### config.mk
export PLATFORM = sky130hd
export DESIGN_NAME = line_raster_pixel_generator
export DESIGN_NICKNAME = d
export VERILOG_FILES = /design/src/hw/rtl/lrpg_pkg.sv /design/src/hw/rtl/lrpg_stepper.sv /design/src/hw/rtl/lrpg_addr.sv /design/src/hw/rtl/line_raster_pixel_generator.sv
export VERILOG_INCLUDE_DIRS = /design/src /design/src/hw/rtl
export SDC_FILE = /design/constraint.sdc
export NUM_CORES = 1
export LEC_CHECK = 0
export BUFFER_PORTS_ARGS = -buffer_cell sky130_fd_sc_hd__clkbuf_2
export CAP_MARGIN = 20
export CORE_UTILIZATION = 38
export CTS_BUF_LIST = sky130_fd_sc_hd__clkbuf_8 sky130_fd_sc_hd__clkbuf_16
export DETAILED_ROUTE_END_ITERATION = 16
export RECOVER_POWER = 25
export SYNTH_ARGS = -nofsm -noshare
export SYNTH_HDL_FRONTEND = slang
export SYNTH_SLANG_ARGS = --single-unit
export TNS_END_PERCENT = 20
### constraint.sdc
create_clock -name clk -period 9.8 [get_ports clk]
set_clock_uncertainty 0.05 [all_clocks]
set_input_delay 0.49 -clock clk [delete_from_list [all_inputs] [get_ports clk]]
set_output_delay 0.49 -clock clk [all_outputs]
set_load 0.01 [all_outputs]
### src/hw/rtl/line_raster_pixel_generator_assert.svh
// Assertion macros shared by the line raster modules.
// Every macro expects clk and rst in scope at the point of use.
`ifndef LINE_RASTER_PIXEL_GENERATOR_ASSERT_SVH
`define LINE_RASTER_PIXEL_GENERATOR_ASSERT_SVH

// Condition must hold at every edge outside reset.
`define LRPG_ASSERT_ALWAYS(label, cond, msg) \
  label: assert property (@(posedge clk) disable iff (rst) (cond)) else $error(msg);

// Consequent must hold at the edge after the antecedent.
`define LRPG_ASSERT_NEXT(label, ante, cons, msg) \
  label: assert property (@(posedge clk) disable iff (rst) (ante) |=> (cons)) else $error(msg);

`endif

### src/hw/rtl/lrpg_pkg.sv
`default_nettype none

package lrpg_pkg;

  // Fixed field widths
  localparam int OFFSET_BITS   = 30;
  localparam int CFG_OFS_BITS  = 12;
  localparam int PITCH_BITS    = 16;
  localparam int CFG_DATA_BITS = 16;
  localparam int CFG_IDX_BITS  = 2;

  localparam logic [PITCH_BITS-1:0] PITCH_RESET = 16'd16384;

  typedef enum logic [0:0] {
    KIND_START = 1'b0,
    KIND_STEP  = 1'b1
  } kind_t;

  typedef enum logic [CFG_IDX_BITS-1:0] {
    CFG_X_OFFSET   = 2'd0,
    CFG_Y_OFFSET   = 2'd1,
    CFG_LINE_PITCH = 2'd2
  } cfg_index_t;

endpackage

`default_nettype wire

### src/hw/rtl/lrpg_stepper.sv
`default_nettype none
`include "line_raster_pixel_generator_assert.svh"

module lrpg_stepper #(
  parameter int COORD_BITS = 12
) (
  input  wire                     clk,
  input  wire                     rst,
  input  wire                     in_valid,
  output logic                    in_ready,
  input  lrpg_pkg::kind_t         in_kind,
  input  wire  [COORD_BITS-1:0]   in_xs,
  input  wire  [COORD_BITS-1:0]   in_ys,
  input  wire  [COORD_BITS-1:0]   in_xe,
  input  wire  [COORD_BITS-1:0]   in_ye,
  output logic                    pix_valid,
  input  wire                     pix_ready,
  output logic [COORD_BITS-1:0]   pix_x,
  output logic [COORD_BITS-1:0]   pix_y,
  output logic                    pix_last
);
  import lrpg_pkg::*;

  localparam int EB = COORD_BITS + 3;

  // Line state
  logic [COORD_BITS-1:0] cur_x, cur_y, major_end, abs_dx, abs_dy;
  logic [EB-1:0]         error_term;
  logic                  x_major, minor_up, active;

  logic [COORD_BITS-1:0] cur_x_next, cur_y_next, major_end_next, abs_dx_next, abs_dy_next;
  logic [EB-1:0]         error_term_next;
  logic                  x_major_next, minor_up_next, active_next, last_next, load;

  logic [COORD_BITS:0]   dx, dy, ndx, ndy;
  logic [COORD_BITS-1:0] ax, ay;
  logic [EB-1:0]         ax_e, ay_e, a_min, a_maj;
  logic                  dx_neg, dy_neg, xm, fwd, take_minor, in_fire;

  // Endpoint distances and axis choice for a start request
  assign dx     = {1'b0, in_xe} - {1'b0, in_xs};
  assign dy     = {1'b0, in_ye} - {1'b0, in_ys};
  assign ndx    = ~dx + 1'b1;
  assign ndy    = ~dy + 1'b1;
  assign dx_neg = dx[COORD_BITS];
  assign dy_neg = dy[COORD_BITS];
  assign ax     = dx_neg ? ndx[COORD_BITS-1:0] : dx[COORD_BITS-1:0];
  assign ay     = dy_neg ? ndy[COORD_BITS-1:0] : dy[COORD_BITS-1:0];
  assign ax_e   = {{(EB-COORD_BITS){1'b0}}, ax};
  assign ay_e   = {{(EB-COORD_BITS){1'b0}}, ay};
  assign xm     = (ay <= ax);
  assign fwd    = xm ? !dx_neg : !dy_neg;

  // Stored distances seen from the major axis
  assign a_min = {{(EB-COORD_BITS){1'b0}}, (x_major ? abs_dy : abs_dx)};
  assign a_maj = {{(EB-COORD_BITS){1'b0}}, (x_major ? abs_dx : abs_dy)};
  assign take_minor = x_major ? !error_term[EB-1]
                              : (!error_term[EB-1] && (error_term != '0));

  always_comb begin
    cur_x_next      = cur_x;
    cur_y_next      = cur_y;
    major_end_next  = major_end;
    abs_dx_next     = abs_dx;
    abs_dy_next     = abs_dy;
    error_term_next = error_term;
    x_major_next    = x_major;
    minor_up_next   = minor_up;
    last_next       = 1'b0;
    load            = 1'b0;
    if (in_kind == KIND_START) begin
      load            = 1'b1;
      abs_dx_next     = ax;
      abs_dy_next     = ay;
      x_major_next    = xm;
      minor_up_next   = (dx_neg && dy_neg) ||
                        (!dx_neg && (ax != '0) && !dy_neg && (ay != '0));
      error_term_next = xm ? ((ay_e << 1) - ax_e) : ((ax_e << 1) - ay_e);
      cur_x_next      = fwd ? in_xs : in_xe;
      cur_y_next      = fwd ? in_ys : in_ye;
      if (xm) begin
        major_end_next = fwd ? in_xe : in_xs;
        last_next      = (cur_x_next == major_end_next);
      end else begin
        major_end_next = fwd ? in_ye : in_ys;
        last_next      = (cur_y_next == major_end_next);
      end
    end else if (active) begin
      load = 1'b1;
      if (take_minor) begin
        error_term_next = error_term + (a_min << 1) - (a_maj << 1);
      end else begin
        error_term_next = error_term + (a_min << 1);
      end
      if (x_major) begin
        cur_x_next = cur_x + 1'b1;
        if (take_minor) begin
          cur_y_next = minor_up ? cur_y + 1'b1 : cur_y - 1'b1;
        end
        last_next = (cur_x_next == major_end);
      end else begin
        cur_y_next = cur_y + 1'b1;
        if (take_minor) begin
          cur_x_next = minor_up ? cur_x + 1'b1 : cur_x - 1'b1;
        end
        last_next = (cur_y_next == major_end);
      end
    end
    active_next = !last_next;
  end

  assign in_ready = !pix_valid || pix_ready;
  assign in_fire  = in_valid && in_ready;

  always_ff @(posedge clk) begin
    if (rst) begin
      cur_x      <= '0;
      cur_y      <= '0;
      major_end  <= '0;
      abs_dx     <= '0;
      abs_dy     <= '0;
      error_term <= '0;
      x_major    <= 1'b0;
      minor_up   <= 1'b0;
      active     <= 1'b0;
      pix_valid  <= 1'b0;
    end else begin
      if (in_fire && load) begin
        cur_x      <= cur_x_next;
        cur_y      <= cur_y_next;
        major_end  <= major_end_next;
        abs_dx     <= abs_dx_next;
        abs_dy     <= abs_dy_next;
        error_term <= error_term_next;
        x_major    <= x_major_next;
        minor_up   <= minor_up_next;
        active     <= active_next;
      end
      if (in_ready) begin
        pix_valid <= in_fire && load;
      end
    end
  end

  always_ff @(posedge clk) begin
    if (in_fire && load) begin
      pix_x    <= cur_x_next;
      pix_y    <= cur_y_next;
      pix_last <= last_next;
    end
  end

  `LRPG_ASSERT_NEXT(a_idle_step_silent, in_fire && (in_kind == KIND_STEP) && !active, !pix_valid, "step while idle produced a pixel")
  `LRPG_ASSERT_NEXT(a_last_ends_line, in_fire && load && last_next, !active && pix_last, "line still active after its last pixel")
  `LRPG_ASSERT_ALWAYS(a_xmajor_dist, !(active && x_major) || (abs_dy <= abs_dx), "x-major line with steeper minor distance")
  `LRPG_ASSERT_ALWAYS(a_ymajor_dist, !(active && !x_major) || (abs_dx < abs_dy), "y-major line with shallower major distance")

endmodule

`default_nettype wire

### src/hw/rtl/lrpg_addr.sv
`default_nettype none
`include "line_raster_pixel_generator_assert.svh"

module lrpg_addr #(
  parameter int COORD_BITS      = 12,
  parameter int BYTES_PER_PIXEL = 4
) (
  input  wire                                  clk,
  input  wire                                  rst,
  input  wire                                  pix_valid,
  output logic                                 pix_ready,
  input  wire  [COORD_BITS-1:0]                pix_x,
  input  wire  [COORD_BITS-1:0]                pix_y,
  input  wire                                  pix_last,
  input  wire  [lrpg_pkg::CFG_OFS_BITS-1:0]    x_offset,
  input  wire  [lrpg_pkg::CFG_OFS_BITS-1:0]    y_offset,
  input  wire  [lrpg_pkg::PITCH_BITS-1:0]      line_pitch,
  output logic                                 out_valid,
  input  wire                                  out_ready,
  output logic [COORD_BITS-1:0]                out_x,
  output logic [COORD_BITS-1:0]                out_y,
  output logic [lrpg_pkg::OFFSET_BITS-1:0]     out_offset,
  output logic                                 out_last
);
  import lrpg_pkg::*;

  localparam int SUM_BITS = ((COORD_BITS > CFG_OFS_BITS) ? COORD_BITS : CFG_OFS_BITS) + 1;
  localparam int BPP_BITS = 3;

  logic [SUM_BITS-1:0]          x_sum, y_sum;
  logic [SUM_BITS+BPP_BITS-1:0] x_prod;
  logic [SUM_BITS+PITCH_BITS-1:0] y_prod;

  // Product stage
  logic                   s1_valid, s1_ready, s1_last;
  logic [COORD_BITS-1:0]  s1_x, s1_y;
  logic [OFFSET_BITS-1:0] s1_px, s1_py;

  assign x_sum  = SUM_BITS'(pix_x) + SUM_BITS'(x_offset);
  assign y_sum  = SUM_BITS'(pix_y) + SUM_BITS'(y_offset);
  assign x_prod = x_sum * BPP_BITS'(BYTES_PER_PIXEL);
  assign y_prod = y_sum * line_pitch;

  assign s1_ready  = !out_valid || out_ready;
  assign pix_ready = !s1_valid || s1_ready;

  always_ff @(posedge clk) begin
    if (rst) begin
      s1_valid  <= 1'b0;
      out_valid <= 1'b0;
    end else begin
      if (pix_ready) begin
        s1_valid <= pix_valid;
      end
      if (s1_ready) begin
        out_valid <= s1_valid;
      end
    end
  end

  always_ff @(posedge clk) begin
    if (pix_valid && pix_ready) begin
      s1_x    <= pix_x;
      s1_y    <= pix_y;
      s1_last <= pix_last;
      s1_px   <= OFFSET_BITS'(x_prod);
      s1_py   <= OFFSET_BITS'(y_prod);
    end
    if (s1_valid && s1_ready) begin
      out_x      <= s1_x;
      out_y      <= s1_y;
      out_last   <= s1_last;
      out_offset <= s1_px + s1_py;
    end
  end

  `LRPG_ASSERT_ALWAYS(a_rose_from_s1, !$rose(out_valid) || $past(s1_valid), "result appeared without a product stage entry")
  `LRPG_ASSERT_NEXT(a_s1_drains, s1_valid && s1_ready, out_valid, "product stage moved but no result held")

endmodule

`default_nettype wire

### src/hw/rtl/line_raster_pixel_generator.sv
// An accepted request's pixel passes the stepper pixel register, the product stage and
// the result register, which drives m_tvalid; low m_tready holds it there.
// Throughput: one request per cycle while m_tready does not stall the pipeline; a start
// or a step each yields at most one pixel. The per-cycle limit is the line state update
// (one add and compare per step). Reset (rst, synchronous, active high) clears the
// pipeline and the line state, and loads x_offset 0, y_offset 0, line_pitch 16384.
`default_nettype none

module line_raster_pixel_generator #(
  parameter int COORD_BITS      = 12,
  parameter int BYTES_PER_PIXEL = 4
) (
  input  wire                                        clk,
  input  wire                                        rst,
  // Request channel
  input  wire                                        s_tvalid,
  output logic                                       s_tready,
  // tdata, low bit up: x_start, y_start, x_end, y_end, zero fill
  input  wire  [((4*COORD_BITS+7)/8)*8-1:0]          s_tdata,
  // tuser: kind (0 start a line, 1 next pixel)
  input  wire                                        s_tuser,
  // Pixel channel
  output logic                                       m_tvalid,
  input  wire                                        m_tready,
  // tdata, low bit up: pixel_x, pixel_y, byte_offset, zero fill
  output logic [((2*COORD_BITS+lrpg_pkg::OFFSET_BITS+7)/8)*8-1:0] m_tdata,
  // tlast: last_pixel
  output logic                                       m_tlast,
  // Configuration writes
  input  wire                                        cfg_we,
  input  wire  [lrpg_pkg::CFG_IDX_BITS-1:0]          cfg_index,
  input  wire  [lrpg_pkg::CFG_DATA_BITS-1:0]         cfg_data
);
  import lrpg_pkg::*;

  localparam int OUT_DATA_BITS = ((2*COORD_BITS+OFFSET_BITS+7)/8)*8;

  // Configuration registers
  logic [CFG_OFS_BITS-1:0] x_offset, y_offset;
  logic [PITCH_BITS-1:0]   line_pitch;

  // Stepper to address unit
  logic                  pix_valid, pix_ready, pix_last;
  logic [COORD_BITS-1:0] pix_x, pix_y;

  // Result register contents
  logic [COORD_BITS-1:0]  out_x, out_y;
  logic [OFFSET_BITS-1:0] out_offset;

  // Hold the panning and pitch; ignore writes to unused indexes.
  always_ff @(posedge clk) begin
    if (rst) begin
      x_offset   <= '0;
      y_offset   <= '0;
      line_pitch <= PITCH_RESET;
    end else if (cfg_we) begin
      case (cfg_index_t'(cfg_index))
        CFG_X_OFFSET:   x_offset   <= cfg_data[CFG_OFS_BITS-1:0];
        CFG_Y_OFFSET:   y_offset   <= cfg_data[CFG_OFS_BITS-1:0];
        CFG_LINE_PITCH: line_pitch <= cfg_data[PITCH_BITS-1:0];
        default: ;
      endcase
    end
  end

  // Line walker: takes each request and advances the Bresenham state.
  lrpg_stepper #(
    .COORD_BITS (COORD_BITS)
  ) u_stepper (
    .clk       (clk),
    .rst       (rst),
    .in_valid  (s_tvalid),
    .in_ready  (s_tready),
    .in_kind   (kind_t'(s_tuser)),
    .in_xs     (s_tdata[COORD_BITS-1:0]),
    .in_ys     (s_tdata[2*COORD_BITS-1:COORD_BITS]),
    .in_xe     (s_tdata[3*COORD_BITS-1:2*COORD_BITS]),
    .in_ye     (s_tdata[4*COORD_BITS-1:3*COORD_BITS]),
    .pix_valid (pix_valid),
    .pix_ready (pix_ready),
    .pix_x     (pix_x),
    .pix_y     (pix_y),
    .pix_last  (pix_last)
  );

  // Address unit: products, then their sum into the result register.
  lrpg_addr #(
    .COORD_BITS      (COORD_BITS),
    .BYTES_PER_PIXEL (BYTES_PER_PIXEL)
  ) u_addr (
    .clk        (clk),
    .rst        (rst),
    .pix_valid  (pix_valid),
    .pix_ready  (pix_ready),
    .pix_x      (pix_x),
    .pix_y      (pix_y),
    .pix_last   (pix_last),
    .x_offset   (x_offset),
    .y_offset   (y_offset),
    .line_pitch (line_pitch),
    .out_valid  (m_tvalid),
    .out_ready  (m_tready),
    .out_x      (out_x),
    .out_y      (out_y),
    .out_offset (out_offset),
    .out_last   (m_tlast)
  );

  // Pack the result, zero fill to whole bytes.
  assign m_tdata = OUT_DATA_BITS'({out_offset, out_y, out_x});

endmodule

`default_nettype wire

==> impl_metrics.py <==
metrics = {
    "floorplan": {
        "rows": 93,
        "die_width_um": 258,
        "die_area_sq_um": 66700,
        "core_area_sq_um": 64700,
        "start_util_pct": 38.5,
        "io_pins": 131,
        "die_y_um": 258,
    },
    "clock_tree": {
        "ctsResizeCount": 0,
        "cts_sinks": 268,
        "cts-root-buf": "clkbuf_16",
        "clk_path_buf_depth": 3,
        "tritoncts": "built",
        "postCtsHoldBufs": 0,
        "cts.clk_slew.worst_paths_ps": 60,
        "numCtsBuffers": 34,
        "insertion_delay_ps": 560,
        "post_cts_buffers": 0,
        "htree_levels": 2,
    },
    "synth": {
        "yosys-top-cells-area": "edfxtp_1 18%, fa_1 13%, ha_1 10%, dfxtp_1 9.7%, nand2_1 5.4%",
        "synth_top_area_share_pct": 17.7,
        "syn_area_sq_um": 24900,
        "ys.flop_type": "edfxtp_1",
        "synth.ff_latch_count": 268,
        "ys_seq_area_share_pct": 27.4,
        "ys_types": 94,
        "netlist_instances": 2802,
        "synth_edf_count": 147,
        "synth-async-reset-ratio_pct": 0,
        "synth_area_leader_cell": "edfxtp_1",
        "synth_area_per_cell_sq_um": 8.90,
        "ys_warn_count": 0,
    },
    "timing": {
        "worst_pin_slew_ps": 4360,
        "slew_headroom_pct": -191,
        "rsz0062_at_grt": "no",
        "period_share_pct": 81.0,
        "hold_slack_ps": 97.8,
        "fin_crit_ps": 7940,
        "finalSetupViolCount": 0,
        "maxSlewViolCount": 131,
        "tns_ps": 0,
        "hold_viol": 0,
        "fmaxAchievable_ghz": 0.126,
    },
    "layout": {
        "fin_cells": 3747,
        "drive_above_1_share_pct": 8.68,
        "fin_nets": 3299,
        "fill_cells": 6436,
        "regArea_sq_um": 6840,
        "synthToLayoutAreaGrowth_pct": 10.6,
        "multiInputGateArea_sq_um": 16500,
    },
    "worst_setup_path": {
        "r2r_slack_ps": 1860,
        "worst_setup_path_end_kind": "register",
        "cp.arrival_ps": 8190,
        "worstPathRequired_ps": 10050,
        "worstSetupStartpointType": "register",
        "critPathKind": "register to register",
        "worstPathMaxFanout": 16,
    },
    "drt": {
        "wl_per_cell_um": 18.7,
        "viasPerCell": 5.44,
        "ant_nets": 0,
        "drt_iter0_markers": 1355,
        "routed_wl_mm": 70.2,
        "first_pass_iters": 5,
        "drc_errors": 0,
        "via_count": 20400,
    },
    "run": {
        "cap_violations": 2,
    },
    "worst_hold_path": {
        "hold_path.class": "input pin to register",
    },
    "global_route": {
        "antenna_found_initial": 1,
        "grt_start_max_net_pins": 90,
        "grt_pass1_vias": 19900,
        "grt_pass1_wl_mm": 110,
        "track_usage_pct": 20.9,
        "gr-total-overflow": 0,
    },
    "power": {
        "power_frac_clock_pct": 25.2,
        "peakVddDrop_mv": 0.108,
        "power_frac_seq_pct": 26.8,
        "p_comb_share_pct": 47.9,
        "power.density_nw_per_um2": 191,
        "p_switching_mw": 2.16,
        "switching_share_pct": 41.0,
        "p_int_mw": 3.11,
        "p_leak_nw": 12.0,
    },
    "placed_design": {
        "dpl.hpwl_mm": 54.3,
        "place_inst": 3680,
        "io_buffers": 128,
        "place.gp.congestion": 0.915,
    },
    "status": {
        "violations": "capacitance limit, slew limit",
        "status": "finished with violations",
    },
}
==> state kept, by name (all words and copies together), names as in the netlist, 13 cells and up <==
register	count
u_addr.s1_px	13
u_addr.out_offset	30
line_pitch	16
u_addr.s1_py	29
u_stepper.error_term	15
==> critical path, cell delays in order, from the launching register on <==
cell and delay (ps):
edfxtp_1 410, ha_1 310, a21o_1 170, a21oi_1 220, o21ai_0 140, a21oi_1 290, o21ai_0 160, a211oi_1 350
o21ai_0 230, o311ai_4 350, mux2_2 440, fa_1 480, fa_1 510, inv_1 50, fa_1 450, fa_1 490
inv_1 50, fa_1 470, inv_1 40, ha_1 330, nand3_1 160, nor2_1 170, nand3_1 120, a31oi_1 500
a21oi_1 220, o31ai_1 270, a21oi_1 120, xnor2_1 140
==> synth_stat cells (35+ instances only) <==
master,instances
a211oi_1,38
a21o_1,35
a21oi_1,172
and2_1,61
clkbuf_1,103
dfxtp_1,121
edfxtp_1,147
fa_1,163
ha_1,199
inv_1,299
mux2i_1,93
nand2_1,357
nand2b_1,44
nand3_1,50
nor2_1,176
nor3_1,43
o21ai_0,77
xnor2_1,127
xor2_1,53
==> power by group through the flow <==
stage               clock network (mW)  registers [mW]  logic, mW
floorplan                            0            1.38       1.87
global placement                     0            1.43       2.44
detailed placement                   0            1.44       2.49
CTS                               1.36            1.41       2.50
global route                      1.40            1.42       2.80
finish                            1.33            1.41       2.53
==> through the flow <==
| stage | power, mW | setup slack (ps) | area [sq um] | util (%) |
|---|---|---|---|---|
| final | 5.27 | 1860 | 27600 | 42.6 |
| after CTS | 5.28 | 1700 | 27600 | 42.6 |
| after floorplan | 3.26 | 2660 | 24900 | - |
| after global placement | 3.87 | 2100 | 26400 | 40.8 |
| after global routing | 5.63 | 1330 | 27600 | 42.6 |
| after detailed placement | 3.92 | 1750 | 26400 | 40.8 |
==> final cells by class <==
class	count	share of cell area (%)
Tap cell	855	3.88
Timing Repair Buffer	156	3.00
Sequential cell	268	24.8
Antenna cell	1	0.00907
Inverter	302	4.11
Clock inverter	26	1.12
Multi-Input combinational cell	2103	59.9
Clock buffer	36	3.22
==> kinds of logic after synthesis <==
family,after synthesis,share of synthesized area [%]
muxes,123,5.13
AOI/OAI and AO/OA,529,14.0
adders and majority gates,362,23.1
xor gates and xnor gates,181,6.41
and+or+nand+nor,906,17.3
other,1,0.0150
DFF,268,27.4
buffers and inverters,432,6.59
==> per-layer routing <==
layer / GRT usage (%) / vias to the layer above / wire, um
met1: 28.4 / 9987 / 32100
met3: 2.42 / 92 / 3660
li1: - / 9768 / -
met2: 34.9 / 542 / 32600
met4: 6.07 / 0 / 1880
met5: 0 / - / 0
==> worst paths after layout <==
kind / startpoint / end / cells after the start
setup / recovery: u_stepper.pix_y[1]$_DFFE_PP_ / u_addr.s1_py[26]$_DFFE_PP_ / 27
hold / removal: cfg_data[12] / line_pitch[12]$_SDFFE_PP0P_ / 3
setup reg to reg: u_stepper.pix_y[1]$_DFFE_PP_ / u_addr.s1_py[26]$_DFFE_PP_ / 27
hold reg to reg: u_addr.s1_x[1]$_DFFE_PP_ / u_addr.out_x[1]$_DFFE_PP_ / 0
==> cells in the final DEF (no fill, tap or decap), types with 13 or more instances in the layout <==
cell,instances
inv_1,304
and3_1,32
nor3_1,43
o211ai_1,29
o21bai_1,13
nand3_1,50
nor4_1,15
clkbuf_16,35
nand2_1,357
clkbuf_1,30
o21ai_0,77
a21o_1,35
xor2_1,53
mux2i_1,93
o31ai_1,14
edfxtp_1,147
nand2b_1,44
o21a_1,14
mux2_2,29
and2_1,60
or3_1,24
xnor2_1,126
clkbuf_2,99
dfxtp_1,120
nand4_1,20
ha_1,199
nor2_1,175
a211oi_1,38
a31oi_1,16
buf_4,25
nor2b_1,21
fa_1,163
a21oi_1,172
Power figures use the tool's default switching activity.
